$ cat config.mk
export PLATFORM = sky130hd
export DESIGN_NAME = netstring_frame_parser_core
export DESIGN_NICKNAME = d
export VERILOG_FILES = /design/src/rtl/nsfp_pkg.sv /design/src/rtl/nsfp_out_stage.sv /design/src/rtl/netstring_frame_parser_core.sv
export SDC_FILE = /design/constraint.sdc
export NUM_CORES = 1
export LEC_CHECK = 0
export BUFFER_PORTS_ARGS = -buffer_cell sky130_fd_sc_hd__buf_2
export CAP_MARGIN = 20
export CORE_UTILIZATION = 55
export DETAILED_ROUTE_END_ITERATION = 7
export PLACE_DENSITY = 0.75
export SYNTH_ARGS = -nofsm -noshare
export SYNTH_HDL_FRONTEND = slang
export SYNTH_SLANG_ARGS = --single-unit
$ cat constraint.sdc
create_clock -name clk_i -period 10.8 [get_ports clk_i]
set_input_delay 1.62 -clock clk_i [delete_from_list [all_inputs] [get_ports clk_i]]
set_output_delay 1.62 -clock clk_i [all_outputs]
set_load 0.01 [all_outputs]
$ cat src/rtl/nsfp_pkg.sv
// ----------------------------------------------------------------------------
// nsfp_pkg: shared types and constants of the netstring frame parser
// Result record, result kinds, error codes and default parameter values.
// ----------------------------------------------------------------------------
package nsfp_pkg;

  // Default parameter values for the top level.
  localparam int unsigned MAX_LENGTH_CHARS = 39;
  localparam int unsigned LENGTH_BITS      = 32;

  // Fixed field widths of the stream and configuration interfaces.
  localparam int unsigned DATA_W      = 8;
  localparam int unsigned FRAME_LEN_W = 32;
  localparam int unsigned CFG_W       = 32;

  localparam logic [CFG_W-1:0] MAX_LENGTH_RESET = 32'd65535;

  // Register map, indexed by word address.
  typedef enum logic [0:0] {
    REG_MAX_LENGTH = 1'b0
  } reg_idx_e;

  typedef enum logic [1:0] {
    KIND_BYTE = 2'd0,
    KIND_DONE = 2'd1,
    KIND_ERR  = 2'd2
  } kind_e;

  typedef enum logic [2:0] {
    ERR_NONE      = 3'd0,
    ERR_NO_START  = 3'd1,
    ERR_NO_LENGTH = 3'd2,
    ERR_TOO_LONG  = 3'd3,
    ERR_NO_COMMA  = 3'd4,
    ERR_EARLY_END = 3'd5
  } err_e;

  typedef struct packed {
    kind_e                  kind;
    logic [DATA_W-1:0]      payload_byte;
    logic [FRAME_LEN_W-1:0] frame_length;
    err_e                   error_code;
  } result_t;

  // Occupancy of the output stage as seen by the parser.
  typedef struct packed {
    logic room;        // a new beat can be taken this cycle
    logic skid_valid;  // the skid entry holds a result
  } stage_status_t;

endpackage

$ cat src/rtl/nsfp_out_stage.sv
// ----------------------------------------------------------------------------
// nsfp_out_stage: two-entry output stage of the netstring frame parser
// An output register plus a skid entry, so the parser can take one more beat
// after the consumer stalls.
// ----------------------------------------------------------------------------
module nsfp_out_stage
  import nsfp_pkg::*;
(
  input  logic          clk_i,
  input  logic          rst_ni,
  input  logic          push_i,
  input  result_t       push_data_i,
  output stage_status_t status_o,
  output logic          out_valid_o,
  input  logic          out_ready_i,
  output result_t       out_data_o
);

  logic    out_valid_q, out_valid_d;
  logic    skid_valid_q, skid_valid_d;
  result_t out_data_q, out_data_d;
  result_t skid_data_q, skid_data_d;
  logic    pop;

  assign pop = out_valid_q && out_ready_i;

  // The parser only pushes while the skid entry is empty.
  always_comb begin
    out_valid_d  = out_valid_q;
    skid_valid_d = skid_valid_q;
    out_data_d   = out_data_q;
    skid_data_d  = skid_data_q;
    if (pop) begin
      if (skid_valid_q) begin
        out_data_d   = skid_data_q;
        skid_valid_d = 1'b0;
      end else begin
        out_valid_d = push_i;
        out_data_d  = push_data_i;
      end
    end else if (!out_valid_q) begin
      out_valid_d = push_i;
      out_data_d  = push_data_i;
    end else if (push_i) begin
      skid_valid_d = 1'b1;
      skid_data_d  = push_data_i;
    end
  end

  always_ff @(posedge clk_i or negedge rst_ni) begin
    if (!rst_ni) begin
      out_valid_q  <= 1'b0;
      skid_valid_q <= 1'b0;
    end else begin
      out_valid_q  <= out_valid_d;
      skid_valid_q <= skid_valid_d;
    end
  end

  always_ff @(posedge clk_i) begin
    out_data_q  <= out_data_d;
    skid_data_q <= skid_data_d;
  end

  assign status_o.room       = !skid_valid_q;
  assign status_o.skid_valid = skid_valid_q;
  assign out_valid_o         = out_valid_q;
  assign out_data_o          = out_data_q;

endmodule

$ cat src/rtl/netstring_frame_parser_core.sv
// ----------------------------------------------------------------------------
// netstring_frame_parser_core: byte-serial netstring frame parser
// Parses frames of the form '&' <decimal length> ':' <payload> ',' one byte
// per beat. Every payload byte comes out as a result beat, the closing comma
// gives a completion beat carrying the length, and a malformed frame gives an
// error beat and returns the parser to idle. Length digits, trailing length
// characters, the colon and the opening ampersand produce no result, and
// neither does end of stream while idle. The parser takes one input beat per
// clock cycle for as long as the consumer keeps up; each result is registered
// in the output stage. The rate rests on the single registered step between
// the input port and the output register: the state update (a multiply by
// ten done with shifts and two adds, then a compare with max_length) is
// combinational. A two-entry output stage lets the parser take one more beat
// after the consumer stalls; in_ready_o drops only when both entries are full.
// The length register max_length (word 0 of the APB-style port, reset 65535)
// may be written only while the parser is idle. There is no clearing pass
// after reset: the block is ready as soon as reset is released.
// ----------------------------------------------------------------------------
module netstring_frame_parser_core
  import nsfp_pkg::*;
#(
  parameter int unsigned MaxLengthChars = MAX_LENGTH_CHARS,  // 1 to 63
  parameter int unsigned LengthBits     = LENGTH_BITS        // 8 to 64
) (
  input  logic                   clk_i,
  input  logic                   rst_ni,

  // Input stream.
  input  logic                   in_valid_i,
  output logic                   in_ready_o,
  input  logic [DATA_W-1:0]      data_byte_i,
  input  logic                   end_of_stream_i,

  // Result stream.
  output logic                   out_valid_o,
  input  logic                   out_ready_i,
  output kind_e                  kind_o,
  output logic [DATA_W-1:0]      payload_byte_o,
  output logic [FRAME_LEN_W-1:0] frame_length_o,
  output err_e                   error_code_o,

  // Configuration port.
  input  logic                   psel,
  input  logic                   penable,
  input  logic                   pwrite,
  input  logic [2:0]             paddr,
  input  logic [CFG_W-1:0]       pwdata,
  output logic [CFG_W-1:0]       prdata,
  output logic                   pready
);

  localparam int unsigned CntW  = $clog2(MaxLengthChars + 1);
  localparam int unsigned ProdW = LengthBits + 4;
  localparam int unsigned ExtW  = (LengthBits > CFG_W) ? LengthBits : CFG_W;

  localparam logic [DATA_W-1:0] CHAR_AMP   = 8'h26;  // '&'
  localparam logic [DATA_W-1:0] CHAR_COLON = 8'h3A;  // ':'
  localparam logic [DATA_W-1:0] CHAR_COMMA = 8'h2C;  // ','
  localparam logic [DATA_W-1:0] CHAR_ZERO  = 8'h30;  // '0'
  localparam logic [DATA_W-1:0] CHAR_NINE  = 8'h39;  // '9'

  typedef enum logic [3:0] {
    PH_IDLE  = 4'b0001,
    PH_LEN   = 4'b0010,
    PH_PAY   = 4'b0100,
    PH_COMMA = 4'b1000
  } phase_e;

  // --------------------------------------------------------------------------
  // Configuration register
  // --------------------------------------------------------------------------
  logic [CFG_W-1:0] max_length_q;
  logic             cfg_write;

  assign cfg_write = psel && penable && pwrite && (paddr[2] == REG_MAX_LENGTH);
  assign pready    = 1'b1;
  assign prdata    = (paddr[2] == REG_MAX_LENGTH) ? max_length_q : '0;

  always_ff @(posedge clk_i or negedge rst_ni) begin
    if (!rst_ni) begin
      max_length_q <= MAX_LENGTH_RESET;
    end else if (cfg_write) begin
      max_length_q <= pwdata;
    end
  end

  // --------------------------------------------------------------------------
  // Parser state
  // --------------------------------------------------------------------------
  phase_e                phase_q, phase_d;
  logic [CntW-1:0]       cnt_q, cnt_d, cnt_inc;
  logic [LengthBits-1:0] len_q, len_d;
  logic [LengthBits-1:0] rem_q, rem_d;
  logic                  ended_q, ended_d;
  logic                  over_q, over_d;

  stage_status_t         stage_status;
  logic                  in_fire;
  logic                  is_digit;
  logic [3:0]            digit_val;
  logic [ProdW-1:0]      len_times_ten;
  logic                  digit_overflow;
  logic [ExtW-1:0]       max_ext;
  logic                  do_finish;
  logic                  err_hit;
  err_e                  err_code;
  logic                  res_valid;
  result_t               res;
  result_t               out_data;

  assign in_ready_o = stage_status.room;
  assign in_fire    = in_valid_i && in_ready_o;

  assign is_digit  = (data_byte_i >= CHAR_ZERO) && (data_byte_i <= CHAR_NINE);
  assign digit_val = 4'(data_byte_i - CHAR_ZERO);
  assign cnt_inc   = cnt_q + 1'b1;

  // Multiply by ten as (x << 3) + (x << 1), then add the new digit. Any bit
  // above the length width means the decimal value no longer fits.
  assign len_times_ten = (ProdW'(len_q) << 3) + (ProdW'(len_q) << 1) + ProdW'(digit_val);
  assign digit_overflow = |len_times_ten[ProdW-1:LengthBits];

  assign max_ext = ExtW'(max_length_q);

  always_comb begin
    phase_d   = phase_q;
    cnt_d     = cnt_q;
    len_d     = len_q;
    rem_d     = rem_q;
    ended_d   = ended_q;
    over_d    = over_q;
    do_finish = 1'b0;
    err_hit   = 1'b0;
    err_code  = ERR_NONE;
    res_valid = 1'b0;
    res       = '{kind: KIND_BYTE, payload_byte: '0, frame_length: '0, error_code: ERR_NONE};

    if (in_fire) begin
      if (end_of_stream_i) begin
        // End of stream is harmless between frames and an error inside one.
        if (phase_q != PH_IDLE) begin
          err_hit  = 1'b1;
          err_code = ERR_EARLY_END;
        end
      end else begin
        unique case (phase_q)
          PH_LEN: begin
            if (data_byte_i == CHAR_COLON) begin
              if (cnt_q == '0) begin
                err_hit  = 1'b1;
                err_code = ERR_NO_LENGTH;
              end else begin
                do_finish = 1'b1;
              end
            end else if ((cnt_q == '0) && !is_digit) begin
              err_hit  = 1'b1;
              err_code = ERR_NO_LENGTH;
            end else begin
              if (!is_digit) begin
                ended_d = 1'b1;
              end else if (!ended_q) begin
                if (over_q || digit_overflow) begin
                  len_d  = '1;
                  over_d = 1'b1;
                end else begin
                  len_d = len_times_ten[LengthBits-1:0];
                end
              end
              cnt_d = cnt_inc;
              // Too many length characters without a colon: the field closes here and is
              // checked like any other, so the payload (or, for a zero length, the comma) or an error follows.
              if (cnt_inc >= CntW'(MaxLengthChars)) begin
                do_finish = 1'b1;
              end
            end
          end
          PH_PAY: begin
            res_valid        = 1'b1;
            res.kind         = KIND_BYTE;
            res.payload_byte = data_byte_i;
            rem_d            = rem_q - 1'b1;
            if (rem_d == '0) begin
              phase_d = PH_COMMA;
            end
          end
          PH_COMMA: begin
            if (data_byte_i != CHAR_COMMA) begin
              err_hit  = 1'b1;
              err_code = ERR_NO_COMMA;
            end else begin
              phase_d          = PH_IDLE;
              res_valid        = 1'b1;
              res.kind         = KIND_DONE;
              res.frame_length = FRAME_LEN_W'(ExtW'(len_q));
            end
          end
          default: begin
            // Idle: only the start marker opens a frame.
            if (data_byte_i != CHAR_AMP) begin
              err_hit  = 1'b1;
              err_code = ERR_NO_START;
            end else begin
              phase_d = PH_LEN;
              cnt_d   = '0;
              len_d   = '0;
              ended_d = 1'b0;
              rem_d   = '0;
              over_d  = 1'b0;
            end
          end
        endcase
      end

      // The length field is complete: reject it, or enter the payload (or the comma phase for a zero length).
      if (do_finish) begin
        if (over_d || (ExtW'(len_d) > max_ext)) begin
          err_hit  = 1'b1;
          err_code = ERR_TOO_LONG;
        end else begin
          rem_d   = len_d;
          phase_d = (len_d == '0) ? PH_COMMA : PH_PAY;
        end
      end

      if (err_hit) begin
        phase_d        = PH_IDLE;
        res_valid      = 1'b1;
        res.kind       = KIND_ERR;
        res.error_code = err_code;
      end
    end
  end

  always_ff @(posedge clk_i or negedge rst_ni) begin
    if (!rst_ni) begin
      phase_q <= PH_IDLE;
      cnt_q   <= '0;
      len_q   <= '0;
      rem_q   <= '0;
      ended_q <= 1'b0;
      over_q  <= 1'b0;
    end else begin
      phase_q <= phase_d;
      cnt_q   <= cnt_d;
      len_q   <= len_d;
      rem_q   <= rem_d;
      ended_q <= ended_d;
      over_q  <= over_d;
    end
  end

  // --------------------------------------------------------------------------
  // Output stage
  // --------------------------------------------------------------------------
  nsfp_out_stage u_out_stage (
    .clk_i       (clk_i),
    .rst_ni      (rst_ni),
    .push_i      (res_valid),
    .push_data_i (res),
    .status_o    (stage_status),
    .out_valid_o (out_valid_o),
    .out_ready_i (out_ready_i),
    .out_data_o  (out_data)
  );

  assign kind_o         = out_data.kind;
  assign payload_byte_o = out_data.payload_byte;
  assign frame_length_o = out_data.frame_length;
  assign error_code_o   = out_data.error_code;

  // --------------------------------------------------------------------------
  // Assertions
  // --------------------------------------------------------------------------

  // While in the payload phase at least one payload byte is still owed.
  assert property (@(posedge clk_i) disable iff (!rst_ni)
    (phase_q == PH_PAY) |-> (rem_q != '0))
    else $error("payload phase with no bytes remaining");

  // Any error beat sends the parser back to idle.
  assert property (@(posedge clk_i) disable iff (!rst_ni)
    (in_fire && res_valid && (res.kind == KIND_ERR)) |=> (phase_q == PH_IDLE))
    else $error("parser not idle after an error");

  // The skid entry is only ever filled behind a waiting output register.
  assert property (@(posedge clk_i) disable iff (!rst_ni)
    stage_status.skid_valid |-> out_valid_o)
    else $error("skid entry holds a result while the output is empty");

  // A payload beat carries no length and no error code.
  assert property (@(posedge clk_i) disable iff (!rst_ni)
    (out_valid_o && (kind_o == KIND_BYTE)) |->
      ((frame_length_o == '0) && (error_code_o == ERR_NONE)))
    else $error("payload beat with length or error code set");

endmodule
=== Word level (Yosys, flattened, before mapping) ===
Cells that the tools add are included.

* Flip-flop bits (word level): 200
* Bits of input ports: 51
* Output and inout port bits: 80

* Add/subtract/negate cells: 5
* Magnitude comparators: 4
* Equal/unequal tests: 13
* Multiplexer cells: 93
* Bitwise logic cells: 4
* Reductions and logical operators: 23

{| class="wikitable"
|+ Operators with widths
! operator !! number
|-
| 32-bit two-way mux || 15
|-
| 45-bit two-way mux || 4
|-
| 32-bit case mux with 2 select lines || 2
|-
| 32-bit logical NOT || 2
|-
| 42-bit two-way mux || 1
|-
| 1-bit two-way mux || 41
|-
| 35-bit by 33-bit adder with 36-bit output || 1
|-
| 36-bit by 4-bit adder with 36-bit output || 1
|-
| 32-bit greater-than comparator || 1
|-
| 4-bit two-way mux || 8
|-
| 32-bit by 1-bit subtractor with 32-bit output (second input constant) || 1
|-
| 3-bit two-way mux || 7
|-
| 6-bit two-way mux || 3
|-
| 8-bit by 6-bit != test with 1-bit output (second input constant) || 2
|-
| 4-bit case mux with 3 select lines || 1
|-
| 6-bit case mux with 2 select lines || 1
|-
| 2-bit != test (second input constant) || 5
|-
| 3-bit case mux with 3 select lines || 1
|-
| 8-bit by 6-bit == test with 1-bit output (second input constant) || 1
|-
| 8-bit by 6-bit greater-or-equal comparator with 1-bit output (second input constant) || 1
|-
| 8-bit by 6-bit <= comparator with 1-bit output (second input constant) || 1
|-
| 2-bit two-way mux || 4
|-
| 8-bit two-way mux || 1
|-
| 1-bit logical AND || 7
|-
| 21 further kinds || 30
|}

=== Depth between registers and ports, before layout ===
Gate-level depths: netlist (run 1).

* Depth in word-level cells: 22
* Mapped depth: 29
* Gate-level depth less buffers: 27

=== Modules after synthesis ===
Synthesis (run 1) repeated with hierarchy kept, for this count alone.

* Cell total of the unflattened synthesis: 1,573
* Area, all modules: 14,193.6 sq um

{| class="wikitable"
|+ Modules (own cells, without submodules)
! module !! instances !! cells an instance !! area an instance (sq um)
|-
| netstring_frame_parser_core || 1 || 1,422 || 10,672.7
|-
| nsfp_out_stage || 1 || 151 || 3,520.9
|}

=== Worst setup path after synthesis (run 1) ===
Ideal clock, no wire load.

* Path kind: input to register
* Start: input data_byte_i[3]
* End: register u_out_stage.skid_data_q[0] in the netlist's numbering, enable pin
* Setup time: 447 ps
* Data arrival time: 8,590 ps
* Slack: 1,763 ps
* Cell stages on the path: 28
* Path buffers: 1
* Cell sequence: inv_1 -> fa_1 -> inv_1 -> ha_1 -> a211oi_1 -> o211ai_1 -> a211o_2 -> o21a_4 -> a311oi_4 -> or2_2 -> clkbuf_1 -> nand4_1 -> o221a_2 -> a21oi_1 -> inv_1 -> ha_1 -> nor2b_1 -> o21a_1 -> o21a_1 -> o211ai_1 -> a21o_1 -> a31oi_1 -> o21ai_0 -> a31o_2 -> a21boi_0 -> nor2_1 -> nor2_1 -> nor2_1

* Longest elaborated chain between the ends: 20
* Elaborated cells on any way between the ends: 52
* Those cells by class: add/sub: 2; order compare: 3; eq/ne: 3; mux: 37; reduce/logical: 7

{| class="wikitable"
|+ RTL lines
! element !! line !! RTL
|-
| from (decl) || netstring_frame_parser_core.sv:31 || <nowiki>input logic [DATA_W-1:0] data_byte_i,</nowiki>
|-
| 4-bit by 1-bit subtractor with 4-bit output || netstring_frame_parser_core.sv:115 || <nowiki>assign digit_val = 4'(data_byte_i - CHAR_ZERO);</nowiki>
|-
| 36-bit by 4-bit adder with 36-bit output || netstring_frame_parser_core.sv:120 || <nowiki>assign len_times_ten = (ProdW'(len_q) << 3) + (ProdW'(len_q) << 1) + ProdW'(digit_val);</nowiki>
|-
| 4-bit OR reduction || netstring_frame_parser_core.sv:121 || <nowiki>assign digit_overflow = |len_times_ten[ProdW-1:LengthBits];</nowiki>
|-
| 1-bit logical OR || netstring_frame_parser_core.sv:162 || <nowiki>if (over_q || digit_overflow) begin</nowiki>
|-
| 32-bit two-way mux || netstring_frame_parser_core.sv:162 ||
|-
| 32-bit two-way mux || netstring_frame_parser_core.sv:161 || <nowiki>end else if (!ended_q) begin</nowiki>
|-
| 32-bit two-way mux || netstring_frame_parser_core.sv:159 || <nowiki>if (!is_digit) begin</nowiki>
|-
| 32-bit two-way mux || netstring_frame_parser_core.sv:155 || <nowiki>end else if ((cnt_q == '0) && !is_digit) begin</nowiki>
|-
| [... 4 more ...] || n/a ||
|-
| 32-bit greater-than comparator || netstring_frame_parser_core.sv:216 || <nowiki>if (over_d || (ExtW'(len_d) > max_ext)) begin</nowiki>
|-
| 1-bit logical OR || netstring_frame_parser_core.sv:216 ||
|-
| 1-bit two-way mux || netstring_frame_parser_core.sv:216 ||
|-
| 1-bit two-way mux || netstring_frame_parser_core.sv:215 || <nowiki>if (do_finish) begin</nowiki>
|-
| 1-bit two-way mux || netstring_frame_parser_core.sv:138 || <nowiki>if (in_fire) begin</nowiki>
|-
| 1-bit two-way mux (*) || netstring_frame_parser_core.sv:225 || <nowiki>if (err_hit) begin</nowiki>
|-
| 1-bit two-way mux (*) || netstring_frame_parser_core.sv:138 ||
|-
| 3-bit AND reduction (no line) (*) || n/a ||
|-
| to (signal assigned) || nsfp_out_stage.sv:62 || <nowiki>skid_data_q <= skid_data_d;</nowiki>
|-
| to (decl) || nsfp_out_stage.sv:22 || <nowiki>result_t skid_data_q, skid_data_d;</nowiki>
|}

Mark *: on every way between the ends. The rest lies on a longest branch, timed or not. The select of a mux whose other input is x is not followed.
A chain may end at the register's enable or synchronous reset.

=== Worst setup path after layout (run 1) ===
* Start: input data_byte_i[3]
* End: register u_out_stage.skid_data_q[16] in the netlist's numbering, enable pin

The elaborated chain is that of the path after synthesis.

==> impl_metrics.json, run 1 <==
{
  "run_status": "finished, final reports clean",
  "dr_total_vias": 13100,
  "p_total_mw": 1.76,
  "htree_levels": 4,
  "antenna_found_initial": 2,
  "post_cts.repair.setup_buffers": 0,
  "power_density_nw_per_um2": 113,
  "grt_overflow": 0,
  "io_pins": 131,
  "regToRegStartpoint": "len_q[2]$_DFFE_PN0P_",
  "firstDrtPassIters": 7,
  "path_delay_family": "compound AO/OA/AOI/OAI gates",
  "floorplan.initialDensity_pct": 56.0,
  "reg2regPathDepth": 26,
  "design.core.area_um2": 25200,
  "post_route_cell_area_um2": 15600,
  "layout-area-overhead-vs-synth_pct": 10.6,
  "syn_area_um2": 14100,
  "post-dp-hpwl_um": 31200,
  "die_h_um": 162,
  "buffer_and_inverter_count_on_the_worst_path": 4,
  "synth_flop_cell": "dfrtp_1",
  "clk-insertion-delay-late_ns": 0.46,
  "tritoncts_num_sinks": 200,
  "finish.cell_count_without_fillers": 2030,
  "critPathRequiredTime_ns": 10.95,
  "timing.hold.worst.class": "reg -> reg",
  "cp_slowest_stage_delay_ns": 0.58,
  "synth_async_sr_flop_share_pct": 55.0,
  "dieArea_um2": 26300,
  "wl_per_cell_um": 20.8,
  "critPathMostFrequentCell": "o21ai_0",
  "postSynthNetCount": 1767,
  "hp-start": "max_ext[30]$_DFFE_PN0P_",
  "critical-path-slowest-cell": "o21ai_0",
  "number_of_storage_elements_in_the_synthesis_netlist": 200,
  "synth_enable_flop_cells": 90,
  "layout-drive-gt1-share_pct": 15.8,
  "gp_congestion": 0.987,
  "synthesis.yosys.warnings": 0,
  "avgViaCountPerCell": 6.44,
  "start_kind": "primary input",
  "worst_ep_arrival_time_ns": 9.25,
  "finalCritPeriodShare_pct": 84.3,
  "maxSlewHeadroom_pct": 29.1,
  "path_class": "in -> reg",
  "final-max-slew-violation-count": 0,
  "worst_slew_pin_slew_ns": 1.06,
  "number_of_unique_standard_cell_types_used_by_synthesis": 92,
  "final_antenna_net_count": 0,
  "synth-seq-area-share_pct": 38.8,
  "fin_worst_skew_ns": 0.0183,
  "synthCells": 1614,
  "period_minus_slack_ns": 9.10,
  "nFillCells": 2148,
  "finalNetCount": 1839,
  "worst_setup_hold_path_clk_slew_ns": 0.08,
  "p_leak_nw": 7.28,
  "maximum_number_of_buffers_from_clock_root_to_sink": 2,
  "die_x_um": 162,
  "grt_max_degree": 102,
  "timing.setup.tns_ns": 0,
  "critical_path.max_fanout": 37,
  "detail_route.iter0.violations": 1516,
  "post_synth.cell_area_avg_um2": 8.74,
  "setup_repair_after_global_routing_missed_its_margin": "no",
  "fmax_mhz": 110,
  "hold_viol_final": 0,
  "cts_tree": "yes",
  "row_count": 58,
  "worstHoldPathCells": 1,
  "ir_worst_vdd_mv": 0.114,
  "dp_cells": 1997,
  "setup_viol": 0,
  "detailed_place.area_um2": 14900,
  "seq_area_um2": 5480,
  "critPathCaptureType": "flip-flop",
  "post-route-drc-count": 0,
  "clock_tree.root_cell": "clkbuf_16",
  "cp.depth": 27,
  "worst_setup_path_startpoint": "data_byte_i[3]",
  "grt_pass1_vias": 12100,
  "drt-total-wl_um": 42100,
  "hold_buffers": 0,
  "wire_length_of_the_first_global_routing_pass_um": 67100,
  "multi_input_comb_area_um2": 8010,
  "count_of_input_and_output_buffers": 127,
  "maxCapViolations": 0,
  "numCtsBuffers": 17,
  "globalRouteTotalUtil_pct": 32.6,
  "cts_repair_resize_count": 0
}
[sequential cells by signal, summed over array words and instances (netlist names)]
name                      flops
u_out_stage.skid_data_q      45
u_out_stage.out_valid_o       1
max_ext                      32
over_q                        1
u_out_stage.out_data_o       45
phase_q                       4
len_q                        32
u_out_stage.skid_valid_q      1
rem_q                        32
ended_q                       1
cnt_q                         6
[layout by cell type (no fill, tap or decap), drive strengths merged, types with 17 or more instances in the layout]
| cell type | instances |
|---|---|
| nand2 | 179 |
| nor2 | 147 |
| buf | 146 |
| a21oi | 140 |
| o21ai | 134 |
| ha | 100 |
| dfrtp | 93 |
| edfxtp | 90 |
| inv | 79 |
| a21o | 70 |
| and2 | 44 |
| nor3 | 38 |
| mux2 | 33 |
| nor4 | 31 |
| nand3 | 29 |
| a31oi | 27 |
| nand4 | 22 |
| clkbuf | 17 |
| dfstp | 17 |
[Yosys cell counts (17+ instances only)]
| library cell | number | area (um2) |
|---|---|---|
| dfrtp_1 | 93 | 2330 |
| inv_1 | 69 | 259 |
| nor2_1 | 147 | 552 |
| nor4_1 | 29 | 181 |
| a21o_1 | 69 | 518 |
| mux2_2 | 33 | 372 |
| o21ai_0 | 129 | 646 |
| clkbuf_1 | 68 | 255 |
| nand4_1 | 22 | 138 |
| nor3_1 | 38 | 190 |
| a21oi_1 | 137 | 686 |
| nand3_1 | 29 | 145 |
| dfstp_2 | 17 | 447 |
| and2_1 | 42 | 263 |
| edfxtp_1 | 90 | 2700 |
| a31oi_1 | 27 | 169 |
| ha_1 | 100 | 1250 |
| nand2_1 | 178 | 668 |
[final timing paths]
kind	end	slack [ns]
min in group asynchronous	cnt_q[4]$_DFFE_PN0P_	1.25
max in group asynchronous	max_ext[21]$_DFFE_PN0P_	8.38
worst min register to register	max_ext[30]$_DFFE_PN0P_	0.51
worst max-delay path	u_out_stage.skid_data_q[16]$_DFFE_PP_	1.70
worst max register to register	u_out_stage.skid_data_q[16]$_DFFE_PP_	2.59
worst min-delay path	max_ext[30]$_DFFE_PN0P_	0.51
[per-stage QoR]
stage,worst slack [ns],util (%),hold WS [ns]
after global routing,1.13,61.9,0.530
after detailed placement,1.45,59.3,0.494
after CTS,1.88,61.9,0.512
after global placement,1.51,59.3,0.487
after floorplan,1.76,-,0.471
final,1.70,61.9,0.512
[per-layer routing]
layer,global-route usage [%],wire length [um],vias up
li1,-,-,6064
met1,45.1,18200,6190
met2,50.3,18700,685
met3,5.36,3520,132
met4,14.4,1700,4
met5,0,32,-
[power breakdown]
| group | internal [mW] | total (mW) | switching, mW |
|---|---|---|---|
| Combinational | 0.0859 | 0.214 | 0.128 |
| Clock | 0.329 | 0.698 | 0.370 |
| Sequential | 0.827 | 0.845 | 0.0182 |
[cell type report]
| type | count | area share [%] |
|---|---|---|
| Tap cell | 330 | 2.65 |
| Inverter | 70 | 1.68 |
| Multi-Input combinational cell | 1251 | 51.4 |
| Clock inverter | 15 | 1.42 |
| Antenna cell | 1 | 0.0160 |
| Timing Repair Buffer | 146 | 5.01 |
| Clock buffer | 17 | 2.73 |
| Sequential cell | 200 | 35.1 |
[cells by family after synthesis]
group | share of synthesized area, %
other | 0.0266
buffers and inverters | 4.55
AND/OR/NAND/NOR | 20.3
adder cells (fa/ha/maj) | 9.16
AO/OA/AOI/OAI | 22.5
multiplexers | 2.78
flip-flops | 38.8
XOR/XNOR | 1.80
No activity file was read; power rests on OpenSTA's default activity.
==> inputs of run 2 (changes only) <==
ABC_AREA = 1   (was not set)
clock period = 8.5 ns   (was 10.8 ns; I/O delays follow)
==> run 2 against run 1 <==
Critical path depth grew 9. Clock power increased by 25%. Largest power group unchanged. Highest routed layer is now met4. Clock-buffer cell count grew 1.
==> impl_metrics.json, run 2 <==
{
  "hold_path_end": "max_ext[0]$_DFFE_PN1P_",
  "gp_congestion": 0.962,
  "number_of_storage_elements_in_the_synthesis_netlist": 200,
  "floorplan.initialDensity_pct": 56.5,
  "hold_viol_final": 0,
  "dr_total_vias": 13700,
  "ys_top_cells_by_count": "nand2_1, inv_1, nor2_1",
  "critical_path.max_fanout": 39,
  "fmax_mhz": 135,
  "maxCapViolations": 0,
  "io_pins": 131,
  "final_util_pct": 62.7,
  "setup_repair_after_global_routing_missed_its_margin": "no",
  "layout-drive-gt1-share_pct": 14.1,
  "die_x_um": 163,
  "clk-insertion-delay-late_ns": 0.46,
  "drt-total-wl_um": 41300,
  "count_of_input_and_output_buffers": 127,
  "globalRouteTotalUtil_pct": 31.2,
  "timing.hold.worst.class": "reg -> reg",
  "ir_worst_vdd_mv": 0.143,
  "grt_max_degree": 84,
  "setup_viol": 0,
  "maximum_number_of_buffers_from_clock_root_to_sink": 2,
  "design.core.area_um2": 25400,
  "synth_area_leaders": "edfxtp_1, dfrtp_1, nand2_1, ha_1, inv_1",
  "hp-start": "max_ext[0]$_DFFE_PN1P_",
  "timing.setup.tns_ns": 0,
  "detail_route.iter0.violations": 1594,
  "reg2regPathDepth": 35,
  "worst_slew_pin_slew_ns": 1.15,
  "nFillCells": 2280,
  "synthesis.yosys.warnings": 0,
  "area_share_of_the_largest_cell_type_after_synthesis_pct": 18.8,
  "number_of_unique_standard_cell_types_used_by_synthesis": 54,
  "worstHoldPathCells": 2,
  "maxSlewHeadroom_pct": 23.1,
  "cts_repair_resize_count": 0,
  "synth_async_sr_flop_share_pct": 55.0,
  "dr.max_layer_used": "met4",
  "cp_slowest_stage_delay_ns": 0.57,
  "power_density_nw_per_um2": 132,
  "critPathCaptureType": "flip-flop",
  "hold_buffers": 0,
  "avgViaCountPerCell": 5.83,
  "postSynthNetCount": 2055,
  "post-dp-hpwl_um": 30500,
  "syn_area_um2": 14300,
  "p_leak_nw": 8.05,
  "numCtsBuffers": 17,
  "layout_commonest_cell": "nand2_1",
  "layout-area-overhead-vs-synth_pct": 11.0,
  "wire_length_of_the_first_global_routing_pass_um": 64600,
  "regToRegStartpoint": "len_q[2]$_DFFE_PN0P_",
  "post-synth-top-count-cell": "nand2_1",
  "worst_setup_hold_path_clk_slew_ns": 0.08,
  "drt-met1-wl_um": 17500,
  "finalNetCount": 2149,
  "die_h_um": 163,
  "firstDrtPassIters": 7,
  "htree_levels": 4,
  "cts_tree": "yes",
  "critical-path-slowest-cell": "nor2_4",
  "dieArea_um2": 26700,
  "run_status": "finished, final reports clean",
  "wl_met3_um": 3870,
  "synth_top_area_cell": "edfxtp_1",
  "tritoncts_num_sinks": 200,
  "wl_met2_um": 18200,
  "grt_pass1_vias": 12300,
  "wl_per_cell_um": 17.6,
  "final_antenna_net_count": 0,
  "grt_overflow": 0,
  "critPathMostFrequentCell": "nand2_1",
  "fin_worst_skew_ns": 0.0162,
  "start_kind": "primary input",
  "r2r_slack_ns": 1.58,
  "post-route-drc-count": 0,
  "layout.cells.most_common_list": "nand2_1, inv_1, nor2_1",
  "synth-seq-area-share_pct": 38.2,
  "post_synth.cell_area_avg_um2": 7.54,
  "rr_endpoint": "u_out_stage.skid_data_q[5]$_DFFE_PP_",
  "period_minus_slack_ns": 7.42,
  "row_count": 58,
  "final-max-slew-violation-count": 0,
  "critPathRequiredTime_ns": 8.64,
  "worst_ep_arrival_time_ns": 7.56,
  "antenna_found_initial": 2,
  "synth_enable_flop_cells": 90,
  "synth_flop_cell": "dfrtp_1",
  "post_cts.repair.setup_buffers": 0,
  "synthCells": 1902,
  "finalCritPeriodShare_pct": 87.3,
  "path_class": "in -> reg",
  "clock_tree.root_cell": "clkbuf_16"
}
run 2: where the power goes:
| part | switching (mW) | internal [mW] |
|---|---|---|
| clock | 0.446 | 0.424 |
| sequential | 0.00700 | 1.04 |
| combinational | 0.125 | 0.0656 |
| total | 0.578 | 1.53 |
run 2: layout make-up:
type / instances / area [um2] / area share, %
Clock inverter: 14 / 178 / 1.12
Antenna cell: 2 / 5.00 / 0.0314
Timing Repair Buffer: 147 / 821 / 5.16
Clock buffer: 18 / 450 / 2.83
Multi-Input combinational cell: 1344 / 7500 / 47.1
Sequential cell: 200 / 5480 / 34.4
Inverter: 286 / 1070 / 6.75
Tap cell: 330 / 413 / 2.59
run 2: critical path, delay by kind of cell:
kind	cells	cell delay, ns
buffers and inverters	5	0.73
AO/OA/AOI/OAI	5	0.95
adder cells (fa/ha/maj)	3	1.41
AND/OR/NAND/NOR	23	3.14
run 2: worst max path at each step:
| stage | end | slack, ns | start | cells after the start |
|---|---|---|---|---|
| after detailed placement | u_out_stage.skid_data_q[31]$_DFFE_PP_ | 0.74 | data_byte_i[3] | 36 |
| final | u_out_stage.skid_data_q[5]$_DFFE_PP_ | 1.08 | data_byte_i[3] | 36 |
| after global placement | u_out_stage.skid_data_q[19]$_DFFE_PP_ | 0.79 | data_byte_i[3] | 36 |
| after CTS | u_out_stage.skid_data_q[5]$_DFFE_PP_ | 1.18 | data_byte_i[3] | 36 |
| after floorplan | u_out_stage.skid_data_q[0]$_DFFE_PP_ | 0.76 | data_byte_i[3] | 36 |
| after global routing | u_out_stage.skid_data_q[3]$_DFFE_PP_ | 0.55 | data_byte_i[3] | 36 |
run 2: logic make-up (layout without fill, tap and decap cells):
kind of cell | count (synthesis) | after routing | share of synthesized area [%]
flops | 200 | 200 | 38.2
xor+xnor | 43 | 43 | 2.63
fa+ha+maj | 102 | 102 | 9.00
other cells | 1 | 3 | 0.0261
compound gates | 385 | 385 | 16.5
buf+inv | 358 | 465 | 9.65
simple gates | 813 | 813 | 24.1
run 2: metal layers:
metal	global-route usage (%)	vias up
met2	48.1	732
met3	6.81	121
li1	-	6555
met1	41.8	6243
met5	0	-
met4	14.4	0
run 2: stage by stage:
stage | setup slack (ns) | std cells | cell area, um2 | total power, mW | hold slack, ns
2_1_floorplan | 0.756 | 1902 | 14300 | 1.18 | 0.463
3_3_place_gp | 0.787 | 2306 | 15300 | 1.25 | 0.500
3_5_place_dp | 0.741 | 2306 | 15300 | 1.26 | 0.494
4_1_cts | 1.18 | 2338 | 15900 | 2.11 | 0.507
5_1_grt | 0.550 | 2339 | 15900 | 2.18 | 0.547
6_report | 1.08 | 2341 | 15900 | 2.11 | 0.512
